File: src/assert_macros.svh
// assertion helpers, clocked on clk and disabled while arst_n is low
`ifndef ASSERT_MACROS_SVH
`define ASSERT_MACROS_SVH

// antecedent true implies consequent true in the same cycle
`define NVL2S_ASSERT_IMPLIES(label, ante, cons, msg) \
	label: assert property (@(posedge clk) disable iff (!arst_n) (ante) |-> (cons)) \
		else $error(msg);

// antecedent true implies consequent true in the next cycle
`define NVL2S_ASSERT_NEXT(label, ante, cons, msg) \
	label: assert property (@(posedge clk) disable iff (!arst_n) (ante) |=> (cons)) \
		else $error(msg);

`endif

File: src/nvl2s_ram.sv
// ----------------------------------------------------------------------------
// nvl2s_ram
// Generic simple dual-port RAM, one write and one registered read port.
// ----------------------------------------------------------------------------
`timescale 1ns / 1ps
`default_nettype none

module nvl2s_ram #(
	parameter int WIDTH = 16,
	parameter int DEPTH = 64,
	localparam int AW   = $clog2(DEPTH)
) (
	input  wire logic             clk,
	input  wire logic             we,
	input  wire logic [AW-1:0]    waddr,
	input  wire logic [WIDTH-1:0] wdata,
	input  wire logic [AW-1:0]    raddr,
	output logic      [WIDTH-1:0] rdata
);

	logic [WIDTH-1:0] mem [DEPTH];

	always_ff @(posedge clk) begin
		if (we) begin
			mem[waddr] <= wdata;
		end
		rdata <= mem[raddr];
	end

endmodule

`default_nettype wire

File: config.mk
export PLATFORM = sky130hd
export DESIGN_NAME = nvl2s_ram
export DESIGN_NICKNAME = d
export VERILOG_FILES = /design/src/assert_macros.svh /design/src/nvl2s_ram.sv
export SDC_FILE = /design/constraint.sdc
export NUM_CORES = 1
export LEC_CHECK = 0
export ABC_AREA = 1
export CAP_MARGIN = 15
export CORE_MARGIN = 1
export CORE_UTILIZATION = 57
export DETAILED_ROUTE_END_ITERATION = 16
export DONT_BUFFER_PORTS = 1
export GPL_ROUTABILITY_DRIVEN = 0
export PLACE_DENSITY = 0.72
export SKIP_CTS_REPAIR_TIMING = 1
export SYNTH_ARGS = -nofsm -noshare
export SYNTH_HDL_FRONTEND = slang
export SYNTH_SLANG_ARGS = --single-unit
File: constraint.sdc
create_clock -name clk -period 8.1 [get_ports clk]
set_input_delay 0.81 -clock clk [delete_from_list [all_inputs] [get_ports clk]]
set_output_delay 0.81 -clock clk [all_outputs]
set_load 0.01 [all_outputs]
==> flow_summary.json <==
{
  "io_pins": 46,
  "rrSetupSlack_ps": 6440,
  "vias": 27000,
  "ys_warn_count": 0,
  "grt_setup_unrepaired": "no",
  "ys_ff_latch": 1040,
  "multi_input_area_um2": 9590,
  "h-tree-depth": 3,
  "cellLeakagePower_nw": 16.4,
  "fin_skew_ps": 27.9,
  "drc_errors": 0,
  "dr.pass1.iters": 6,
  "maxCapViolCount": 0,
  "setup_viol": 0,
  "irDropWorstVdd_v": 0.000180,
  "syn_area_per_cell_um2": 12.0,
  "arrival_ps": 4470,
  "worst_slew_pin_slew_ps": 1630,
  "clk_pin_slew_ps": 60,
  "tns_ps": 0,
  "crit_path_end_kind": "flop",
  "dpl_cell_area_um2": 42500,
  "cts_root_buf": "clkbuf_16",
  "synth_top_area_cell": "edfxtp_1",
  "crit_type": "input pin to flop",
  "cts.sinks": 1040,
  "worstSetupStartpointType": "input pin",
  "grt_pass1_vias": 25300,
  "cts_buffers": 101,
  "synth_nets": 3547,
  "ys_seq_area_share_pct": 73.8,
  "cts_buffer_depth": 3,
  "grtUsageTotal_pct": 28.2,
  "synth.top_cell.area_share_pct": 73.0,
  "antenna_found_initial": 2,
  "grt_first_pass_wirelength_um": 158000,
  "hp-class": "input pin to flop",
  "violations": "max-slew violations",
  "powerDensity_nw_per_um2": 242,
  "dp_hpwl_um": 53500,
  "relSlewSlack_pct": -8.91,
  "final_common_cell": "nand2_1",
  "clock.fmax_mhz": 259,
  "start_util_pct": 57.7,
  "ant_nets": 0,
  "utilization_pct": 62.7,
  "crit_path_max_fanout": 513,
  "fin_crit_ps": 3860,
  "drv_slew": 90,
  "required_ps": 8710,
  "die_x_um": 274,
  "core_um2": 73000,
  "grt_max_degree": 514,
  "viasPerCell": 5.97,
  "total_power_w": 0.0111,
  "core.rowCount": 99,
  "seqCellArea_um2": 31100,
  "drtIter0Drc": 3655,
  "dieArea_um2": 75000,
  "layout_common_cells": "1,296 x nand2_1, 1,024 x edfxtp_1, 871 x nand3_1, 105 x clkbuf_16, 71 x buf_4",
  "wl_per_cell_um": 23.3,
  "yosys-top-cells-area": "edfxtp_1 73%, nand2_1 12%, nand3_1 10%",
  "hold_violations": 0,
  "areaGrowthSynthToFinish_pct": 8.71,
  "synthCells": 3517,
  "status": "finished, violations left",
  "clock_latency_ps": 680,
  "fill_cells": 5338,
  "overflow": 0,
  "fin_area_um2": 45800,
  "fin_crit_sh_pct": 47.7,
  "yosys.cell_types.count": 16,
  "totalWireLength_um": 105000,
  "fin_nets": 3498,
  "dieHeight_um": 274,
  "drive_gt1_share_pct": 6.50,
  "netlist_area_um2": 42100,
  "cts_tree": "done",
  "io_buffers": 0
}
-- power breakdown --
part	internal, W	leakage, nW	switching, W
clock network	0.00265	1.61	0.00198
registers	0.00595	9.35	0.0000293
logic	0.000139	5.43	0.000310
-- synthesized netlist by cell type (all sizes together) --
cell,instances
nand4,9
nor4,8
dfxtp,16
buf,199
nor2,56
clkbuf,26
inv,12
edfxtp,1024
nand3,871
nand2,1296
-- through the flow --
stage	hold slack, ps	worst slack [ps]	std cells
global route	223	4770	4514
finish	234	4240	4515
detailed placement	791	4700	4324
CTS	205	5380	4514
floorplan	722	4740	3517
global placement	777	4710	4324
-- registers in the layout, summed over array words and instances, names as in the netlist --
register  cells
mem        1024
rdata        16
-- critical path, stage by stage --
cell and delay, ps:
inv_16 860, buf_4 760, nand2_1 100, nand3_1 120, nand3_1 110, nand2_1 140, nand2_1 70, nand3_1 240
nand3_1 280, nand2_1 150
-- metal layers --
layer	wire, um	part of all wire [%]	up-vias	GRT usage, %
met4	3340	3.2	2	10.6
met5	13	0.012	-	0
li1	-	-	12300	-
met3	10600	10	195	4.75
met2	49300	47	1399	43.7
met1	42000	40	13100	40.4
-- worst paths after layout --
kind / start / end / cells past startpoint
worst max-delay path: raddr[0] / rdata[8]$_DFF_P_ / 10
worst min register to register: mem[36][10]$_DFFE_PP_ / rdata[10]$_DFF_P_ / 8
worst max register to register: mem[7][8]$_DFFE_PP_ / rdata[8]$_DFF_P_ / 8
worst min-delay path: wdata[6] / mem[38][6]$_DFFE_PP_ / 0
-- kinds of logic (layout without fill, tap and decap cells) --
family                 count (synthesis)  after routing  synth area share, %
AND/OR/NAND/NOR                     2240           2240                 22.7
other                                  0              1                    0
buffers and inverters                237            275                 3.54
flip-flops                          1040           1040                 73.8
-- final cells by class --
| type | instances | area share (%) |
|---|---|---|
| sequential | 1040 | 67.9 |
| multi-input combinational | 2240 | 21.0 |
| antenna | 1 | 0.00547 |
| tap | 959 | 2.62 |
| timing repair buffer | 73 | 1.25 |
| clock buffer | 121 | 5.87 |
| inverter | 12 | 0.159 |
| clock inverter | 69 | 1.25 |
No activity file was read; power rests on OpenSTA's default activity.
