==> src/assert_macros.svh <==
// assertion helpers, clocked on clk and disabled while arst_n is low
`ifndef ASSERT_MACROS_SVH
`define ASSERT_MACROS_SVH

// antecedent true implies consequent true in the same cycle
`define NVL2S_ASSERT_IMPLIES(label, ante, cons, msg) \
	label: assert property (@(posedge clk) disable iff (!arst_n) (ante) |-> (cons)) \
		else $error(msg);

// antecedent true implies consequent true in the next cycle
`define NVL2S_ASSERT_NEXT(label, ante, cons, msg) \
	label: assert property (@(posedge clk) disable iff (!arst_n) (ante) |=> (cons)) \
		else $error(msg);

`endif

==> src/nvl2s_pkg.sv <==
// ----------------------------------------------------------------------------
// nvl2s_pkg
// Shared constants, types and codes for the nearest-vector L2 search block.
// ----------------------------------------------------------------------------
`timescale 1ns / 1ps
`default_nettype none

package nvl2s_pkg;

	localparam int MAX_REPS   = 1024;
	localparam int MAX_DIMS   = 64;
	localparam int ELEM_WIDTH = 16;

	localparam int REP_IDX_W  = $clog2(MAX_REPS);
	localparam int DIM_IDX_W  = $clog2(MAX_DIMS);
	localparam int REP_CNT_W  = REP_IDX_W + 1;
	localparam int DIMS_W     = DIM_IDX_W + 1;
	localparam int STORE_AW   = REP_IDX_W + DIM_IDX_W;
	localparam int STORE_DEPTH = MAX_REPS * MAX_DIMS;
	localparam int DIFF_W     = ELEM_WIDTH + 1;
	localparam int SQ_W       = 2 * ELEM_WIDTH;
	localparam int DIST_W     = 38;

	localparam int CFG_IDX_W  = 2;
	localparam int CFG_DATA_W = REP_CNT_W;

	localparam logic [CFG_IDX_W-1:0] CFG_REP_COUNT = 2'd0;
	localparam logic [CFG_IDX_W-1:0] CFG_DIMS      = 2'd1;

	localparam logic [REP_CNT_W-1:0] REP_COUNT_RESET = REP_CNT_W'(1);
	localparam logic [DIMS_W-1:0]    DIMS_RESET      = DIMS_W'(MAX_DIMS);

	localparam logic OP_REP_WRITE = 1'b0;
	localparam logic OP_QUERY     = 1'b1;

	typedef enum logic [3:0] {
		ST_IDLE  = 4'b0001,
		ST_SCAN  = 4'b0010,
		ST_FLUSH = 4'b0100,
		ST_PUSH  = 4'b1000
	} scan_state_t;

	// one issued read, follows the memory data down the pipeline
	typedef struct packed {
		logic                 valid;
		logic                 first_dim;
		logic                 last_dim;
		logic                 final_row;
		logic [REP_IDX_W-1:0] row;
	} scan_tag_t;

	typedef struct packed {
		scan_state_t state;
		logic        idle;
		logic        push;
	} ctrl_status_t;

endpackage

`default_nettype wire

==> src/nvl2s_ctrl.sv <==
// ----------------------------------------------------------------------------
// nvl2s_ctrl
// Scan sequencer: walks rows and dimensions, issues memory reads, hands off.
// ----------------------------------------------------------------------------
`timescale 1ns / 1ps
`default_nettype none

module nvl2s_ctrl import nvl2s_pkg::*; (
	input  wire logic                 clk,
	input  wire logic                 arst_n,
	input  wire logic [REP_CNT_W-1:0] rep_count,
	input  wire logic [DIMS_W-1:0]    dims,
	input  wire logic                 query_acc,
	input  wire logic [DIM_IDX_W-1:0] query_dim,
	input  wire logic                 fin,
	input  wire logic                 push_ack,
	output logic      [STORE_AW-1:0]  rep_raddr,
	output logic      [DIM_IDX_W-1:0] query_raddr,
	output scan_tag_t                 tag_s1,
	output ctrl_status_t              status
);

	scan_state_t          state_q;
	logic [REP_IDX_W-1:0] row_q;
	logic [DIM_IDX_W-1:0] dim_q;
	logic [REP_IDX_W-1:0] last_row_q;
	logic [DIM_IDX_W-1:0] last_dim_q;
	logic [REP_IDX_W-1:0] last_row_c;
	logic [DIM_IDX_W-1:0] last_dim_c;
	logic                 start;
	logic                 issue;
	logic                 dim_end;
	logic                 row_end;

	// registers are saturated into their legal range, zero counts as one
	always_comb begin
		priority if (rep_count == '0) begin
			last_row_c = '0;
		end else if (rep_count > REP_CNT_W'(MAX_REPS)) begin
			last_row_c = REP_IDX_W'(MAX_REPS - 1);
		end else begin
			last_row_c = REP_IDX_W'(rep_count - REP_CNT_W'(1));
		end
		priority if (dims == '0) begin
			last_dim_c = '0;
		end else if (dims > DIMS_W'(MAX_DIMS)) begin
			last_dim_c = DIM_IDX_W'(MAX_DIMS - 1);
		end else begin
			last_dim_c = DIM_IDX_W'(dims - DIMS_W'(1));
		end
	end

	assign start       = (state_q == ST_IDLE) && query_acc && (query_dim == last_dim_c);
	assign issue       = (state_q == ST_SCAN);
	assign dim_end     = (dim_q == last_dim_q);
	assign row_end     = (row_q == last_row_q);
	assign rep_raddr   = {row_q, dim_q};
	assign query_raddr = dim_q;

	always_ff @(posedge clk or negedge arst_n) begin
		if (!arst_n) begin
			state_q <= ST_IDLE;
			row_q   <= '0;
			dim_q   <= '0;
		end else begin
			unique case (state_q)
				ST_IDLE: begin
					if (start) begin
						row_q   <= '0;
						dim_q   <= '0;
						state_q <= ST_SCAN;
					end
				end
				ST_SCAN: begin
					if (dim_end) begin
						dim_q <= '0;
						if (row_end) begin
							state_q <= ST_FLUSH;
						end else begin
							row_q <= row_q + REP_IDX_W'(1);
						end
					end else begin
						dim_q <= dim_q + DIM_IDX_W'(1);
					end
				end
				ST_FLUSH: begin
					if (fin) begin
						state_q <= ST_PUSH;
					end
				end
				ST_PUSH: begin
					if (push_ack) begin
						state_q <= ST_IDLE;
					end
				end
				default: begin
					state_q <= ST_IDLE;
				end
			endcase
		end
	end

	always_ff @(posedge clk) begin
		if (start) begin
			last_row_q <= last_row_c;
			last_dim_q <= last_dim_c;
		end
	end

	// tag lines up with the registered memory read data
	always_ff @(posedge clk or negedge arst_n) begin
		if (!arst_n) begin
			tag_s1 <= '0;
		end else begin
			tag_s1.valid     <= issue;
			tag_s1.first_dim <= (dim_q == '0);
			tag_s1.last_dim  <= dim_end;
			tag_s1.final_row <= row_end;
			tag_s1.row       <= row_q;
		end
	end

	assign status.state = state_q;
	assign status.idle  = (state_q == ST_IDLE);
	assign status.push  = (state_q == ST_PUSH);

endmodule

`default_nettype wire

==> config.mk <==
export PLATFORM = sky130hd
export DESIGN_NAME = nvl2s_ctrl
export DESIGN_NICKNAME = d
export VERILOG_FILES = /design/src/assert_macros.svh /design/src/nvl2s_pkg.sv /design/src/nvl2s_ctrl.sv
export SDC_FILE = /design/constraint.sdc
export NUM_CORES = 1
export LEC_CHECK = 0
export BUFFER_PORTS_ARGS = -buffer_cell sky130_fd_sc_hd__buf_4
export CORE_MARGIN = 8
export CORE_UTILIZATION = 54
export DETAILED_ROUTE_END_ITERATION = 12
export HOLD_SLACK_MARGIN = 0.12
export PLACE_DENSITY = 0.9
export REMOVE_ABC_BUFFERS = 1
export SLEW_MARGIN = 20
export SYNTH_ARGS = -nofsm -noshare
export SYNTH_HDL_FRONTEND = slang
export SYNTH_SLANG_ARGS = --single-unit
==> constraint.sdc <==
create_clock -name clk -period 3.3 [get_ports clk]
set_input_delay 0.66 -clock clk [delete_from_list [all_inputs] [get_ports clk]]
set_output_delay 0.66 -clock clk [all_outputs]
set_load 0.02 [all_outputs]
==> results_dict.tcl <==
set metrics [dict create \
    slew_headroom_pct 61.62 \
    wl_met2_um 3407 \
    yosysTopAreaCell "dfrtp_1" \
    sw_frac_of_total_pct 36.30 \
    numPortBuffers 70 \
    cts_root_buf "clkbuf_8" \
    setup_viol 0 \
    skew_ns 0.003786 \
    synthCells 305 \
    layout-area-overhead-vs-synth_pct 23.41 \
    crit_top_cell "buf_4" \
    grt_first_pass_wirelength_um 11710 \
    synthTopCellsByArea "dfrtp_1 (28%), edfxtp_1 (16%), xor2_1 (4.7%)" \
    critPathMaxStageDelay_ns 0.58 \
    worstSetupPathType "primary input to flop" \
    yosysSeqAreaShare_pct 44.84 \
    cts_tree "yes" \
    combinationalPowerShare_pct 34.2 \
    syn_avg_cell_area_um2 9.743 \
    worstPathArrival_ns 3.21 \
    min_period_ns 3.010 \
    cts_buffer_depth 2 \
    p_total_w 0.001879 \
    ys_top_cells_by_count "dfrtp_1 (33), nand2_1 (24), nand3_1 (18)" \
    drive_above_1_share_pct 26.86 \
    routed.top_layer "met4" \
    viasPerCell 5.828 \
    coreArea_um2 5405 \
    p_seq_share_pct 45.4 \
    synth_cell_types 55 \
    drtIter0Drc 180 \
    cp-end-kind "flop" \
    antenna_found_initial 0 \
    ios 71 \
    finalSetupTns_ns 0 \
    cts_setup_buffers 0 \
    multi_input_area_um2 1483 \
    critPathLaunchType "primary input" \
    peakVddDrop_uv 430.5 \
    ctsResizeCount 0 \
    drc 0 \
    synth_edf_count 16 \
    fin_util_pct 67.85 \
    yosysTopAreaCellShare_pct 27.79 \
    met1_length_um 2750 \
    initial_core_util_pct 54.98 \
    dr_wl_met3_um 547 \
    firstDrtPassIters 5 \
    clkPwrFrac_pct 20.4 \
    place_congestion 0.8672 \
    clock_sinks 50 \
    min_path_type "primary input to async pin" \
    worst_pin_slew_ns 0.5612 \
    vias 2611 \
    register_area_um2 1333 \
    crit_slowest_cell "or4_1" \
    switchingPower_w 0.0006819 \
    rows 27 \
    cts_buffers 5 \
    ys_seq_elements 50 \
    grt_start_max_net_pins 35 \
    yosysMostFrequentCell "dfrtp_1" \
    n_fill_cell 439 \
    rsz0062_at_grt "false" \
    die_y_um 90.18 \
    path_clk_slew_ns 0.08 \
    cts_hold_buf 0 \
    die_x_um 90.18 \
    outcome "finished clean" \
    overflow 0 \
    finalWirelength_um 6822 \
    async_flop_share_pct 68.00 \
    cap_violations 0 \
    layout.nets 410 \
    power_density_nw_per_um2 512.2 \
    critPathTopFamily "compound AO/OA/AOI/OAI gates" \
    cp_max_fo 9 \
    drv_slew 0 \
    synthesis.area_um2 2972 \
    p_leak_nw 1.591 \
    n_antenna_cell 0 \
    insertion_delay_ns 0.31 \
    hold_slack_ns 0.2717 \
    grt_pass1_vias 2547 \
    crit_chain "buf_4 > inv_1 > ha_1 > nor4b_1 > a31oi_1 > a2111oi_0 > a311oi_2 > or4_1 > buf_4 > a32o_1" \
    fmax_mhz 332.2 \
    die_area_um2 8132 \
    finalHoldViolCount 0 \
    wire_per_inst_um 15.23 \
    htreeDepth 2 \
    critical_path_required_ns 3.49 \
    intPower_w 0.001197 \
    dp_hpwl_um 5271 \
    track_usage_pct 16.91 \
    final_cell_area_um2 3667 \
    place_area_um2 3562 \
    finalCritPeriodShare_pct 91.22 \
    ant_nets 0 \
    crit_buf_inv 3 \
    yosysWarningCount 0 \
    ys.flop_type "dfrtp_1" \
]
## through the flow
stage	instances	worst slack, ns
2_1_floorplan	289	-0.2509
3_3_place_gp	440	0.1143
3_5_place_dp	440	0.02643
4_1_cts	448	0.3266
5_1_grt	448	0.09160
6_report	448	0.2897
## layout by cell type, fill, tap and decap left out, types with 2 or more instances in the layout
cell       instances
buf_4             79
dfrtp_1           33
nand2_1           24
nand3_1           18
inv_1             17
nor2_1            16
xor2_1            16
edfxtp_1          16
o21ai_0           15
xnor2_1           12
nor3_1             8
nand2b_1           8
a21oi_1            8
nor4_1             7
clkbuf_8           7
o31ai_1            6
ha_1               6
o22ai_1            5
a31o_2             5
or3_1              4
a31oi_1            4
nand4_1            4
a32o_1             4
or2_2              3
and3_1             3
nor4b_1            3
a2111oi_0          3
mux2i_1            3
o41ai_1            3
nor3_2             2
nor3b_1            2
a311oi_1           2
a211oi_1           2
nand4b_1           2
o21bai_1           2
or4_1              2
maj3_1             2
a21o_1             2
nand3b_1           2
## area by class of cell
cell class	count	area share [%]
Inverter	17	1.740
Clock buffer	7	2.627
Timing Repair Buffer	79	16.17
Tap cell	72	2.456
Sequential cell	50	36.34
Multi-Input combinational cell	222	40.43
Clock inverter	1	0.2388
## flip-flops by register name, indices dropped and copies added, names as in the netlist
| signal | cells |
|---|---|
| query_raddr | 6 |
| row_q | 10 |
| tag_s1 | 14 |
| last_row_q | 10 |
| last_dim_q | 6 |
| state_q | 4 |
## power by group through the flow
stage / Clock (W) / Sequential (W) / Combinational, W
after floorplan: 0 / 0.000960 / 0.000226
after global placement: 0 / 0.000859 / 0.000623
after detailed placement: 0 / 0.000865 / 0.000647
after CTS: 0.000393 / 0.000851 / 0.000648
after global routing: 0.000417 / 0.000870 / 0.000695
final: 0.000383 / 0.000854 / 0.000642
## final timing paths
kind	from	slack (ns)	endpoint	depth (start not counted)
min in group clk	row_q[8]$_DFFE_PN0P_	0.53	tag_s1[8]$_DFF_PN0_	0
worst min-delay path	arst_n	0.27	query_raddr[4]$_DFFE_PN0P_	1
max in group asynchronous	arst_n	2.70	state_q[0]$_DFFE_PN1P_	1
worst max-delay path	dims[0]	0.29	row_q[6]$_DFFE_PN0P_	10
worst max register to register	state_q[0]$_DFFE_PN1P_	0.94	row_q[6]$_DFFE_PN0P_	7
worst min register to register	row_q[8]$_DFFE_PN0P_	0.53	tag_s1[8]$_DFF_PN0_	0
## logic make-up after synthesis
family | Yosys count | synth area share [%]
flops | 50 | 44.84
mux | 3 | 1.011
simple gates | 113 | 20.38
buf+inv | 33 | 5.431
compound gates | 70 | 16.88
fa+ha+maj | 8 | 3.200
xor+xnor | 28 | 8.252
## worst register-to-register path, delay by kind of cell, from the launching register on
kind | cells | cell delay (ns)
DFF | 1 | 0.62
AOI/OAI and AO/OA | 1 | 0.27
and+or+nand+nor | 4 | 1.02
buffers and inverters | 2 | 0.35
## metal layers
| layer | global-route usage [%] | vias to the layer above |
|---|---|---|
| met5 | 0 | - |
| met3 | 4.988 | 10 |
| met2 | 28.47 | 120 |
| li1 | - | 1269 |
| met1 | 19.54 | 1212 |
| met4 | 7.212 | 0 |
Power figures use the tool's default switching activity.
