`config.mk`:
```
export PLATFORM = sky130hd
export DESIGN_NAME = nvl2s_dist
export DESIGN_NICKNAME = d
export VERILOG_FILES = /design/src/assert_macros.svh /design/src/nvl2s_pkg.sv /design/src/nvl2s_dist.sv
export SDC_FILE = /design/constraint.sdc
export NUM_CORES = 1
export LEC_CHECK = 0
export BUFFER_PORTS_ARGS = -buffer_cell sky130_fd_sc_hd__buf_2
export CORE_ASPECT_RATIO = 1.4
export CORE_MARGIN = 4
export CORE_UTILIZATION = 63
export DETAILED_ROUTE_END_ITERATION = 12
export PLACE_DENSITY = 0.88
export SYNTH_ARGS = -nofsm -noshare
export SYNTH_HDL_FRONTEND = slang
export SYNTH_SLANG_ARGS = --single-unit
```
`constraint.sdc`:
```
create_clock -name clk -period 6.9 [get_ports clk]
set_input_delay 0.69 -clock clk [delete_from_list [all_inputs] [get_ports clk]]
set_output_delay 0.69 -clock clk [all_outputs]
set_load 0.1 [all_outputs]
```
`src/assert_macros.svh`:
```
// assertion helpers, clocked on clk and disabled while arst_n is low
`ifndef ASSERT_MACROS_SVH
`define ASSERT_MACROS_SVH

// antecedent true implies consequent true in the same cycle
`define NVL2S_ASSERT_IMPLIES(label, ante, cons, msg) \
	label: assert property (@(posedge clk) disable iff (!arst_n) (ante) |-> (cons)) \
		else $error(msg);

// antecedent true implies consequent true in the next cycle
`define NVL2S_ASSERT_NEXT(label, ante, cons, msg) \
	label: assert property (@(posedge clk) disable iff (!arst_n) (ante) |=> (cons)) \
		else $error(msg);

`endif

```
`src/nvl2s_pkg.sv`:
```
// ----------------------------------------------------------------------------
// nvl2s_pkg
// Shared constants, types and codes for the nearest-vector L2 search block.
// ----------------------------------------------------------------------------
`timescale 1ns / 1ps
`default_nettype none

package nvl2s_pkg;

	localparam int MAX_REPS   = 1024;
	localparam int MAX_DIMS   = 64;
	localparam int ELEM_WIDTH = 16;

	localparam int REP_IDX_W  = $clog2(MAX_REPS);
	localparam int DIM_IDX_W  = $clog2(MAX_DIMS);
	localparam int REP_CNT_W  = REP_IDX_W + 1;
	localparam int DIMS_W     = DIM_IDX_W + 1;
	localparam int STORE_AW   = REP_IDX_W + DIM_IDX_W;
	localparam int STORE_DEPTH = MAX_REPS * MAX_DIMS;
	localparam int DIFF_W     = ELEM_WIDTH + 1;
	localparam int SQ_W       = 2 * ELEM_WIDTH;
	localparam int DIST_W     = 38;

	localparam int CFG_IDX_W  = 2;
	localparam int CFG_DATA_W = REP_CNT_W;

	localparam logic [CFG_IDX_W-1:0] CFG_REP_COUNT = 2'd0;
	localparam logic [CFG_IDX_W-1:0] CFG_DIMS      = 2'd1;

	localparam logic [REP_CNT_W-1:0] REP_COUNT_RESET = REP_CNT_W'(1);
	localparam logic [DIMS_W-1:0]    DIMS_RESET      = DIMS_W'(MAX_DIMS);

	localparam logic OP_REP_WRITE = 1'b0;
	localparam logic OP_QUERY     = 1'b1;

	typedef enum logic [3:0] {
		ST_IDLE  = 4'b0001,
		ST_SCAN  = 4'b0010,
		ST_FLUSH = 4'b0100,
		ST_PUSH  = 4'b1000
	} scan_state_t;

	// one issued read, follows the memory data down the pipeline
	typedef struct packed {
		logic                 valid;
		logic                 first_dim;
		logic                 last_dim;
		logic                 final_row;
		logic [REP_IDX_W-1:0] row;
	} scan_tag_t;

	typedef struct packed {
		scan_state_t state;
		logic        idle;
		logic        push;
	} ctrl_status_t;

endpackage

`default_nettype wire

```
`src/nvl2s_dist.sv`:
```
// ----------------------------------------------------------------------------
// nvl2s_dist
// Distance pipeline: difference, square, row accumulate, running minimum.
// ----------------------------------------------------------------------------
`timescale 1ns / 1ps
`default_nettype none

module nvl2s_dist import nvl2s_pkg::*; (
	input  wire logic                  clk,
	input  wire logic                  arst_n,
	input  scan_tag_t                  tag_s1,
	input  wire logic [ELEM_WIDTH-1:0] query_rdata,
	input  wire logic [ELEM_WIDTH-1:0] rep_rdata,
	output logic      [REP_IDX_W-1:0]  best_index,
	output logic      [DIST_W-1:0]     best_distance,
	output logic                       fin
);

	scan_tag_t                tag_s2;
	scan_tag_t                tag_s3;
	logic signed [DIFF_W-1:0] diff_s2;
	logic signed [2*DIFF_W-1:0] prod;
	logic [SQ_W-1:0]          sq_s3;
	logic [DIST_W-1:0]        acc_q;
	logic [DIST_W-1:0]        sum_c;
	logic                     row_valid_s4;
	logic                     final_s4;
	logic [REP_IDX_W-1:0]     row_s4;
	logic [DIST_W-1:0]        dist_s4;
	logic [REP_IDX_W-1:0]     best_idx_q;
	logic [DIST_W-1:0]        best_dist_q;
	logic                     fin_q;

	assign prod  = diff_s2 * diff_s2;
	assign sum_c = (tag_s3.first_dim ? '0 : acc_q) + DIST_W'(sq_s3);

	always_ff @(posedge clk or negedge arst_n) begin
		if (!arst_n) begin
			tag_s2       <= '0;
			tag_s3       <= '0;
			row_valid_s4 <= 1'b0;
			fin_q        <= 1'b0;
		end else begin
			tag_s2       <= tag_s1;
			tag_s3       <= tag_s2;
			row_valid_s4 <= tag_s3.valid && tag_s3.last_dim;
			fin_q        <= row_valid_s4 && final_s4;
		end
	end

	always_ff @(posedge clk) begin
		diff_s2 <= $signed({query_rdata[ELEM_WIDTH-1], query_rdata})
			- $signed({rep_rdata[ELEM_WIDTH-1], rep_rdata});

		// square of a difference fits in SQ_W bits
		sq_s3 <= prod[SQ_W-1:0];

		if (tag_s3.valid) begin
			acc_q <= sum_c;
		end
		dist_s4  <= sum_c;
		row_s4   <= tag_s3.row;
		final_s4 <= tag_s3.final_row;

		// strict compare keeps the lowest row on ties
		if (row_valid_s4 && ((row_s4 == '0) || (dist_s4 < best_dist_q))) begin
			best_dist_q <= dist_s4;
			best_idx_q  <= row_s4;
		end
	end

	assign best_index    = best_idx_q;
	assign best_distance = best_dist_q;
	assign fin           = fin_q;

endmodule

`default_nettype wire

```
==> results.cfg, run 1 <==
[global_routing]
grt_util_met2_pct = 48.53
grt_max_degree = 49
grt_usage_pct = 25.32
grt_pass1_wl_mm = 66.21
grt_most_used_layer = met2
grt.overflow.total = 0
grt_pass1_vias = 14110
met3_usage_pct = 2.793
antenna_found_initial = 0
use_met1_pct = 27.31

[outcome]
status = completed

[logic_synthesis]
async_reset_ff_share_pct = 14.08
ys_seq_elements = 213
synth.area.top_cells = fa_1, edfxtp_1, ha_1, dfxtp_1, inv_1
yosysTopAreaCell = fa_1
synth_warnings = 0
seq_area_frac_synth_pct = 28.70
synth_top_cell_area_share_pct = 28.10
synth_area_per_cell_um2 = 10.46
ys_types = 62
synth_top_flop_cell = dfxtp_1
syn_nets = 2233
syn-instance-count = 1757
syn_area_um2 = 18380
synth_edf_count = 86

[routing]
post_drt_wl_per_cell_um = 17.45
via_per_inst = 5.565
vias = 12510
drc_errors = 0
dr.first_iter.drc_count = 647
firstDrtPassIters = 5
postRouteAntennaNets = 0
totalWireLength_mm = 39.22

[sta]
period_share_pct = 94.41
final.min_clock_period_ps = 6514
finalSetupViolations = 0
drv_slew = 0
tns_ps = 0
worst_slew_pin_slew_ps = 1140
fmax_mhz = 153.5
final.setup_skew_ps = 13.14
rsz0062_at_grt = no
max-slew-margin-rel_pct = 23.72
hold_violations = 0

[final_layout]
fin_nets = 2334
layout_commonest_cell = inv_1
area_growth_pct = 8.592
mostFrequentLayoutCells = inv_1, fa_1, ha_1
finalNonFillerCells = 2248
diodes = 0
fin_util_pct = 69.81
layout-drive-gt1-share_pct = 8.756

[placement]
dp_hpwl_mm = 30.83
io_buffers = 96
gp_congestion = 0.9382
dp.cells = 2210

[run]
max_cap_violations = 0

[setup_path]
cp_data_arrival_time_ps = 6950
crit_fanout = 19
cp-end-kind = register
reg2reg_setup_slack_ps = 390
crit_type = register to register
cp-start-kind = register
worst_ep_required_time_ps = 7340

[clock_tree]
clk_pin_slew_ps = 70
cts_sinks = 213
clock_latency_ps = 510
cts_buffer_depth = 3
cts_hold_buffers = 0
cts_tree = built
postCtsSetupBuffers = 0
htree_levels = 1
ctsRootBufferMaster = clkbuf_16
cts_buffers = 21
cts_resized = 0

[die]
die_w_um = 152.4
dieArea_um2 = 32010
core.rowCount = 73
io_pins = 97
fp.dieH_um = 210.1
coreArea_um2 = 28590
start_util_pct = 64.29

[hold_path]
hp-class = input pin to async pin
## cell families after synthesis
logic type               Yosys count  synth area share (%)
flip-flops                       213                 28.70
adder cells (fa/ha/maj)          428                 39.68
AND/OR/NAND/NOR                  354                 9.728
multiplexers                       2                0.1157
XOR/XNOR                          89                 4.241
buffers and inverters            434                 8.864
AO/OA/AOI/OAI                    237                 8.673
## metal layers
| metal | up-vias | wire (um) | share of wire, % |
|---|---|---|---|
| met3 | 143 | 1519 | 3.9 |
| met5 | - | 0 | 0 |
| met1 | 6218 | 14170 | 36 |
| met2 | 390 | 21250 | 54 |
| met4 | 0 | 2280 | 5.8 |
| li1 | 5760 | - | - |
## worst paths after layout
path,start,to,cells after the start
max,diff_s2[4],sq_s3[31],19
min,arst_n,tag_s2[12],1
max reg2reg,diff_s2[4],sq_s3[31],19
min reg2reg,tag_s3[8],row_s4[8],0
max in group asynchronous,arst_n,tag_s3[5],1
min in group clk,tag_s1[13],tag_s2[13],1
## cell type report
cell class                      count  area (um^2)
Clock buffer                       26        554.3
Clock inverter                     12        85.08
Fill cell                        1990         8631
Inverter                          402         1509
Multi-Input combinational cell   1110        11480
Sequential cell                   213         5278
Tap cell                          375        469.2
Timing Repair Buffer              110        585.6
## through the flow
stage / worst slack (ps) / hold slack, ps / area [um^2]
global placement: 577.7 / 328.0 / 19320
floorplan: 839.1 / 324.2 / 18380
detailed placement: 404.8 / 326.9 / 19320
CTS: 342.7 / 214.5 / 19960
finish: 385.6 / 215.9 / 19960
global route: 21.18 / 256.0 / 19960
## synthesized netlist by cell type, drive strengths merged, types with 3 or more instances
library cell,instances
o2111ai,3
or3,9
o21bai,5
a2111oi,3
dfrtp,30
fa,258
edfxtp,86
xor2,25
nand3,14
nand2,112
and3,9
nor2,57
o21a,17
a31o,3
a21o,51
a21oi,67
inv,402
ha,170
xnor2,64
a31oi,9
nor3,11
or4,3
or2,4
o21ai,40
nor2b,49
o211ai,6
nand2b,10
dfxtp,97
a211oi,7
and2,59
nand4,10
a211o,6
clkbuf,32
## state kept, by name (all words and copies together), names as in the netlist
signal / flops
tag_s3: 14
final_s4: 1
sq_s3: 31
tag_s2: 14
dist_s4: 38
row_valid_s4: 1
acc_q: 38
best_distance: 38
fin: 1
row_s4: 10
diff_s2: 17
best_index: 10
## critical path: stages (launching register included)
cell and delay (ps):
dfxtp_1 810, nand2_1 280, fa_1 580, fa_1 460, fa_1 550, inv_1 70
fa_1 490, fa_1 500, inv_1 60, fa_1 470, inv_1 50, ha_1 310
and4_1 230, a221o_1 370, o31a_1 390, o211ai_1 260, a31oi_1 140, o21ai_1 170
a21oi_1 90, a31oi_1 140
Power of run 1 is not shown: default switching activity piles up to over one toggle a cycle in this logic, so the estimate is an artifact.
==> run 2, diff against run 1 <==
--- a/config.mk
+++ b/config.mk
@@ -6,9 +6,11 @@
 export NUM_CORES = 1
 export LEC_CHECK = 0
 export BUFFER_PORTS_ARGS = -buffer_cell sky130_fd_sc_hd__buf_2
-export CORE_ASPECT_RATIO = 1.4
+export CELL_PAD_IN_SITES_DETAIL_PLACEMENT = 1
+export CELL_PAD_IN_SITES_GLOBAL_PLACEMENT = 2
+export CORE_ASPECT_RATIO = 0.9
 export CORE_MARGIN = 4
-export CORE_UTILIZATION = 63
+export CORE_UTILIZATION = 42
 export DETAILED_ROUTE_END_ITERATION = 12
 export PLACE_DENSITY = 0.88
 export SYNTH_ARGS = -nofsm -noshare
==> results.cfg, run 2 (synthesis results as in run 1) <==
[routing]
vias = 12180
totalWireLength_mm = 42.22
post_drt_wl_per_cell_um = 17.32
firstDrtPassIters = 4
drc_errors = 0
postRouteAntennaNets = 0
via_per_inst = 4.996
dr.first_iter.drc_count = 442

[die]
die_w_um = 228.5
fp.dieH_um = 206.5
core.rowCount = 72
start_util_pct = 42.59
coreArea_um2 = 43150
dieArea_um2 = 47170
io_pins = 97

[sta]
period_share_pct = 94.99
finalSetupViolations = 0
final.min_clock_period_ps = 6554
fmax_mhz = 152.6
max-slew-margin-rel_pct = 19.81
rsz0062_at_grt = no
worst_slew_pin_slew_ps = 1199
drv_slew = 0
tns_ps = 0
final.setup_skew_ps = 13.85
timing.final.ws_setup_ps = 345.8
hold_violations = 0

[final_layout]
area_growth_pct = 10.67
mostFrequentLayoutCells = inv_1, fa_1, ha_1
layout_commonest_cell = inv_1
diodes = 0
layout-drive-gt1-share_pct = 9.347
fin_nets = 2342

[setup_path]
cpPeakStageDelay_ps = 690
crit_type = register to register
crit_fanout = 14
cp_common_cell = fa_1
worst_ep_required_time_ps = 7310
reg2reg_setup_slack_ps = 350
cp_data_arrival_time_ps = 6970
crit_slowest_cell = dfxtp_1
path_cells = nand2_1 -> inv_1 -> fa_1 -> inv_1 -> fa_1 -> fa_1 -> inv_1 -> fa_1 -> fa_1 -> inv_1 -> fa_1 -> inv_1 -> ha_1 -> and4_1 -> nand3_1 -> a2111oi_0 -> o31a_1 -> o211ai_1 -> a31oi_1 -> o21ai_1 -> a21oi_1 -> a31oi_1
cp-start-kind = register
cp-end-kind = register

[placement]
place_ws_ps = 381.5
gp_congestion = 0.8695
io_buffers = 96
dp_hpwl_mm = 35.03

[global_routing]
grt_max_degree = 49
grt_pass1_wl_mm = 71.93
antenna_found_initial = 0
grt_pass1_vias = 14330
grt.overflow.total = 0
grt_usage_pct = 18.65

[clock_tree]
cts_buffer_depth = 3
clk_pin_slew_ps = 60
clock_latency_ps = 540
cts_hold_buffers = 0
cts_sinks = 213
ctsRootBufferMaster = clkbuf_16
cts_buffers = 23
cts_tree = built
htree_levels = 1

[outcome]
status = completed

[run]
max_cap_violations = 0

[hold_path]
hp-class = input pin to async pin
==> run 2: cell count changes in the layout (fill, tap and decap cells not counted), sizes merged <==
cell and delta:
clkinv -1, bufinv +1, clkbuf +3, buf +6, clkinvlp +1
==> run 2: timing repair <==
action                     in CTS  in global routing
setup buffers                   0                  0
resized for setup               0                  4
setup endpoints to repair       0                  2
==> run 2: worst max-delay path: cells and delay by family, from the launching register on <==
family	cells	cell delay [ps]
adders and majority gates	7	3190
AOI/OAI and AO/OA	7	1600
DFF	1	690
and+or+nand+nor	3	540
buffers and inverters	5	390
==> run 2: cell type report <==
class | count | area [um^2]
fillers | 4783 | 22810
multi-input cells | 1110 | 11480
repair buffers | 116 | 630.6
clock inverters | 13 | 120.1
clock buffers | 29 | 628.1
flip-flops and latches | 213 | 5279
well taps | 555 | 694.4
inverters | 402 | 1509
==> run 2: worst paths after layout <==
kind	startpoint	endpoint	cells after the start
worst min register to register	tag_s3[10]	final_s4	0
min in group clk	tag_s1[10]	tag_s2[10]	1
worst min-delay path	arst_n	tag_s3[4]	1
max in group asynchronous	arst_n	row_valid_s4	1
worst max register to register	diff_s2[2]	sq_s3[31]	22
worst max-delay path	diff_s2[2]	sq_s3[31]	22
==> run 2: per-stage QoR <==
stage | hold WS, ps | instances | util, % | instance area [um^2]
finish | 170.2 | 2438 | 47.14 | 20340
detailed placement | 329.4 | 2396 | 45.39 | 19590
CTS | 169.6 | 2438 | 47.12 | 20330
global route | 197.5 | 2438 | 47.14 | 20340
floorplan | 324.2 | 1757 | - | 18380
global placement | 326.9 | 2396 | 45.39 | 19590
==> run 2: per-layer routing <==
layer / global-route usage [%] / routed length (um) / vias to the layer above
met1: 22.99 / 18000 / 6202
met4: 4.154 / 984 / 0
met3: 2.081 / 1068 / 66
met2: 35.29 / 22170 / 157
li1: - / - / 5756
met5: 0 / 0 / -
Power of run 2 is left out for the same reason.
